[src/rtl/five_tuple_flow_meter_unit_macros.svh]
// Assertion macros for the flow meter unit
`ifndef FIVE_TUPLE_FLOW_METER_UNIT_MACROS_SVH
`define FIVE_TUPLE_FLOW_METER_UNIT_MACROS_SVH
`ifndef NO_ASSERTIONS
`define FTFM_ASSERT_IMPL(label, clk, rst, ante, cons) \
   label: assert property (@(posedge clk) disable iff (rst) (ante) |-> (cons)) \
      else $error("assertion failed");
`define FTFM_ASSERT_NEXT(label, clk, rst, ante, cons) \
   label: assert property (@(posedge clk) disable iff (rst) (ante) |=> (cons)) \
      else $error("assertion failed");
`else
`define FTFM_ASSERT_IMPL(label, clk, rst, ante, cons)
`define FTFM_ASSERT_NEXT(label, clk, rst, ante, cons)
`endif
`endif

[src/rtl/ftfm_ram.sv]
// Generic single-port-write, registered-read RAM
module ftfm_ram #(
   parameter int WIDTH = 8,
   parameter int DEPTH = 32
) (
   input  logic                                       clock,
   input  logic                                       wr_en,
   input  logic [((DEPTH > 1) ? $clog2(DEPTH) : 1)-1:0] wr_addr,
   input  logic [WIDTH-1:0]                           wr_data,
   input  logic [((DEPTH > 1) ? $clog2(DEPTH) : 1)-1:0] rd_addr,
   output logic [WIDTH-1:0]                           rd_data
);
   logic [WIDTH-1:0] mem [DEPTH];
   always_ff @(posedge clock) begin
      if (wr_en) mem[wr_addr] <= wr_data;
      rd_data <= mem[rd_addr];
   end
endmodule

[config.mk]
export PLATFORM = sky130hd
export DESIGN_NAME = ftfm_ram
export DESIGN_NICKNAME = d
export VERILOG_FILES = /design/src/rtl/five_tuple_flow_meter_unit_macros.svh /design/src/rtl/ftfm_ram.sv
export SDC_FILE = /design/constraint.sdc
export NUM_CORES = 1
export LEC_CHECK = 0
export BUFFER_PORTS_ARGS = -buffer_cell sky130_fd_sc_hd__buf_2
export CORE_MARGIN = 4
export CORE_UTILIZATION = 45
export CTS_CLUSTER_SIZE = 8
export DETAILED_ROUTE_END_ITERATION = 12
export PLACE_DENSITY = 0.74
export SETUP_SLACK_MARGIN = 0.15
export SYNTH_ARGS = -nofsm -noshare
export SYNTH_HDL_FRONTEND = slang
export SYNTH_SLANG_ARGS = --single-unit
[constraint.sdc]
create_clock -name clock -period 2.3 [get_ports clock]
set_input_delay 0.46 -clock clock [delete_from_list [all_inputs] [get_ports clock]]
set_output_delay 0.46 -clock clock [all_outputs]
set_load 0.005 [all_outputs]
==> metrics <==
Die Y approximately 160 um; drt initial violations between 500 and 600; first-pass GRT wire length between 30 and 40 mm; combinational share of power approximately 4.8%; register bit total from synthesis 264; Lkg Pwr 3.84 nW; CP startpoint kind input port; CTS tree done; initial core utilization between 40% and 50%; post-CTS resize count 0; ant diodes 0; synth top area cells edfxtp_1 (76%), mux4_2 (18%), dfxtp_1 (1.6%), nor2_1 (1.2%), mux2_2 (0.90%); worst vdd ir 0.412 mV; Pint 0.00864 W; switching power between 0.002 and 0.0025 W; antenna-violating nets left 0; global placer's final weighted congestion about 0.8; Setup Total Neg Slack 0 ps; vias post-DR 4,629; Area Overhead vs Synth 18.3%; Die Wd 157 um; # IOs 28; relative slew slack a little under three fifths; RSZ-0062 raised after global routing no; Inst Count DP about 750; critical path class in -> reg; DR WL/cell 26.0 um; clk sink count roughly 260; CP arrival 2270 ps; maximum buffer depth of the clock tree 3; outcome finished clean; maxcap violations 0; CP cell instances buf_4 -> buf_12 -> mux4_2 -> mux4_2 -> mux2_2; First-pass DRT Iterations 4; Net Sw Frac between 10% and 20%; Slowest-stage cell, CP mux4_2; Final Skew 19.0 ps; total CTS buffers 38; Yosys cell types 15; Final Slew Violations 0; Clk Latency, worst-skew pair 510 ps; Final WS setup just over 400 ps; DRC 0; clock share of power between 40% and 50%; power density over the cells 906 nW/um^2; FP Rows 54; crit-path max FO 22; nets@finish between 500 and 600; GRT Total Usage between 15 and 20%; CP required approximately 2700 ps; Synth area leader edfxtp_1; Syn Std Cell Area ~10,000 um^2; Largest stage delay, worst path about 550 ps; postcts setup bufs 0; full die area approximately 25,000 um^2; Max Clk Rate 531 MHz; Tcrit/Tclk final 82.0%; share of the synthesized area in the top cell type 76.5%; synth warn 0; Critical Path End Type flop; hpwl dp ~13 mm; port bufs 27; Root Buffer clkbuf_16; H-tree depth 2; cts hold-fix bufs 0; initial antenna violation count 0; layout cell share with drive strength beyond 1 38.2%; Post-Syn Nets approximately 440; Routed WL roughly 21 mm; core area roughly 22,000 um^2; crit-path most repeated cell mux4_2; routed vias/inst about 5.7; Syn Area/Cell roughly 24 um^2; Worst-path clk slew about 50 ps; pre-CTS setup slack -68.9 ps; post-synthesis sequential area ratio between 70% and 80%; synthesized netlist cell count approximately 420; final hold viol count 0; Seq pwr share roughly 50%; HP Class in -> reg; Layout Utilization 54.3%; non-filler cells, final between 800 and 900; crit path time final approximately 1900 ps; pin count of the biggest net entering global routing 33; final setup vio count 0; grt ovf 0; worst-margin pin slew 657 ps; vias in the first global route between 4k and 5k
## layer usage
metal | part of all wire [%] | routed length, um | global-route usage (%) | vias to the layer above
met3 | 6.8 | 1430 | 3.88 | 30
met5 | 0 | 0 | 0 | -
met1 | 41 | 8580 | 24.8 | 2478
met2 | 50 | 10500 | 27.6 | 169
li1 | - | - | - | 1952
met4 | 2.2 | 464 | 6.10 | 0
## area by class of cell
cell class,instances,area [um^2]
timing repair buffer,69,541
multi-input combinational,133,2100
clock buffer,57,1020
sequential,264,7850
clock inverter,3,33.8
fill,1614,10000
tap,280,350
## critical path, delay by kind of cell
family | cells | cell delay [ps]
buf+inv | 2 | 400
mux | 3 | 1380
## flip-flops by register name, indices dropped and copies added, names as in the netlist
register  count
mem         256
rd_data       8
## path summary, 6_finish.rpt
path	from	end	slack (ps)	cells after the start
max	rd_addr[0]	rd_data[4]$_DFF_P_	420	5
min	rd_addr[3]	rd_data[2]$_DFF_P_	410	2
max reg2reg	mem[29][4]$_DFFE_PP_	rd_data[4]$_DFF_P_	470	3
min reg2reg	mem[2][0]$_DFFE_PP_	rd_data[0]$_DFF_P_	920	3
## cells in the final DEF (no fill, tap or decap), drive strengths merged
master,n
mux2,8
nor2,33
mux4,80
edfxtp,256
inv,2
dfxtp,8
clkinv,1
nand3,2
buf,69
or3,1
nand2,1
clkbuf,57
nand3b,5
or3b,3
## per-stage QoR
step	total power (W)	hold slack (ps)	cell area [um^2]
2_1_floorplan	0.00575	559	10100
3_3_place_gp	0.00598	876	10800
3_5_place_dp	0.00600	867	10800
4_1_cts	0.0109	396	11900
5_1_grt	0.0111	399	11900
6_report	0.0108	415	11900
## cell usage after synthesis
library cell  number
buf_1              6
buf_4              6
nand2_1            1
nand3b_1           5
nor2_1            33
clkbuf_1           6
nand3_1            2
buf_6              1
or3b_2             3
mux4_2            80
dfxtp_1            8
mux2_2             8
or3_1              1
buf_2              1
edfxtp_1         256
## power groups by stage
stage	Clock (W)	Combinational (W)	Sequential, W
final	0.00487	0.000522	0.00539
after global routing	0.00519	0.000557	0.00539
after CTS	0.00496	0.000530	0.00539
after detailed placement	0	0.000524	0.00548
after global placement	0	0.000510	0.00547
after floorplan	0	0.000286	0.00547
## kinds of logic (layout without fill, tap and decap cells)
family | count (synthesis) | after routing | share of synthesized area, %
flops | 264 | 264 | 78.1
mux | 88 | 88 | 18.8
simple gates | 45 | 45 | 2.07
buf+inv | 20 | 129 | 1.06
No activity file was read; power rests on OpenSTA's default activity.
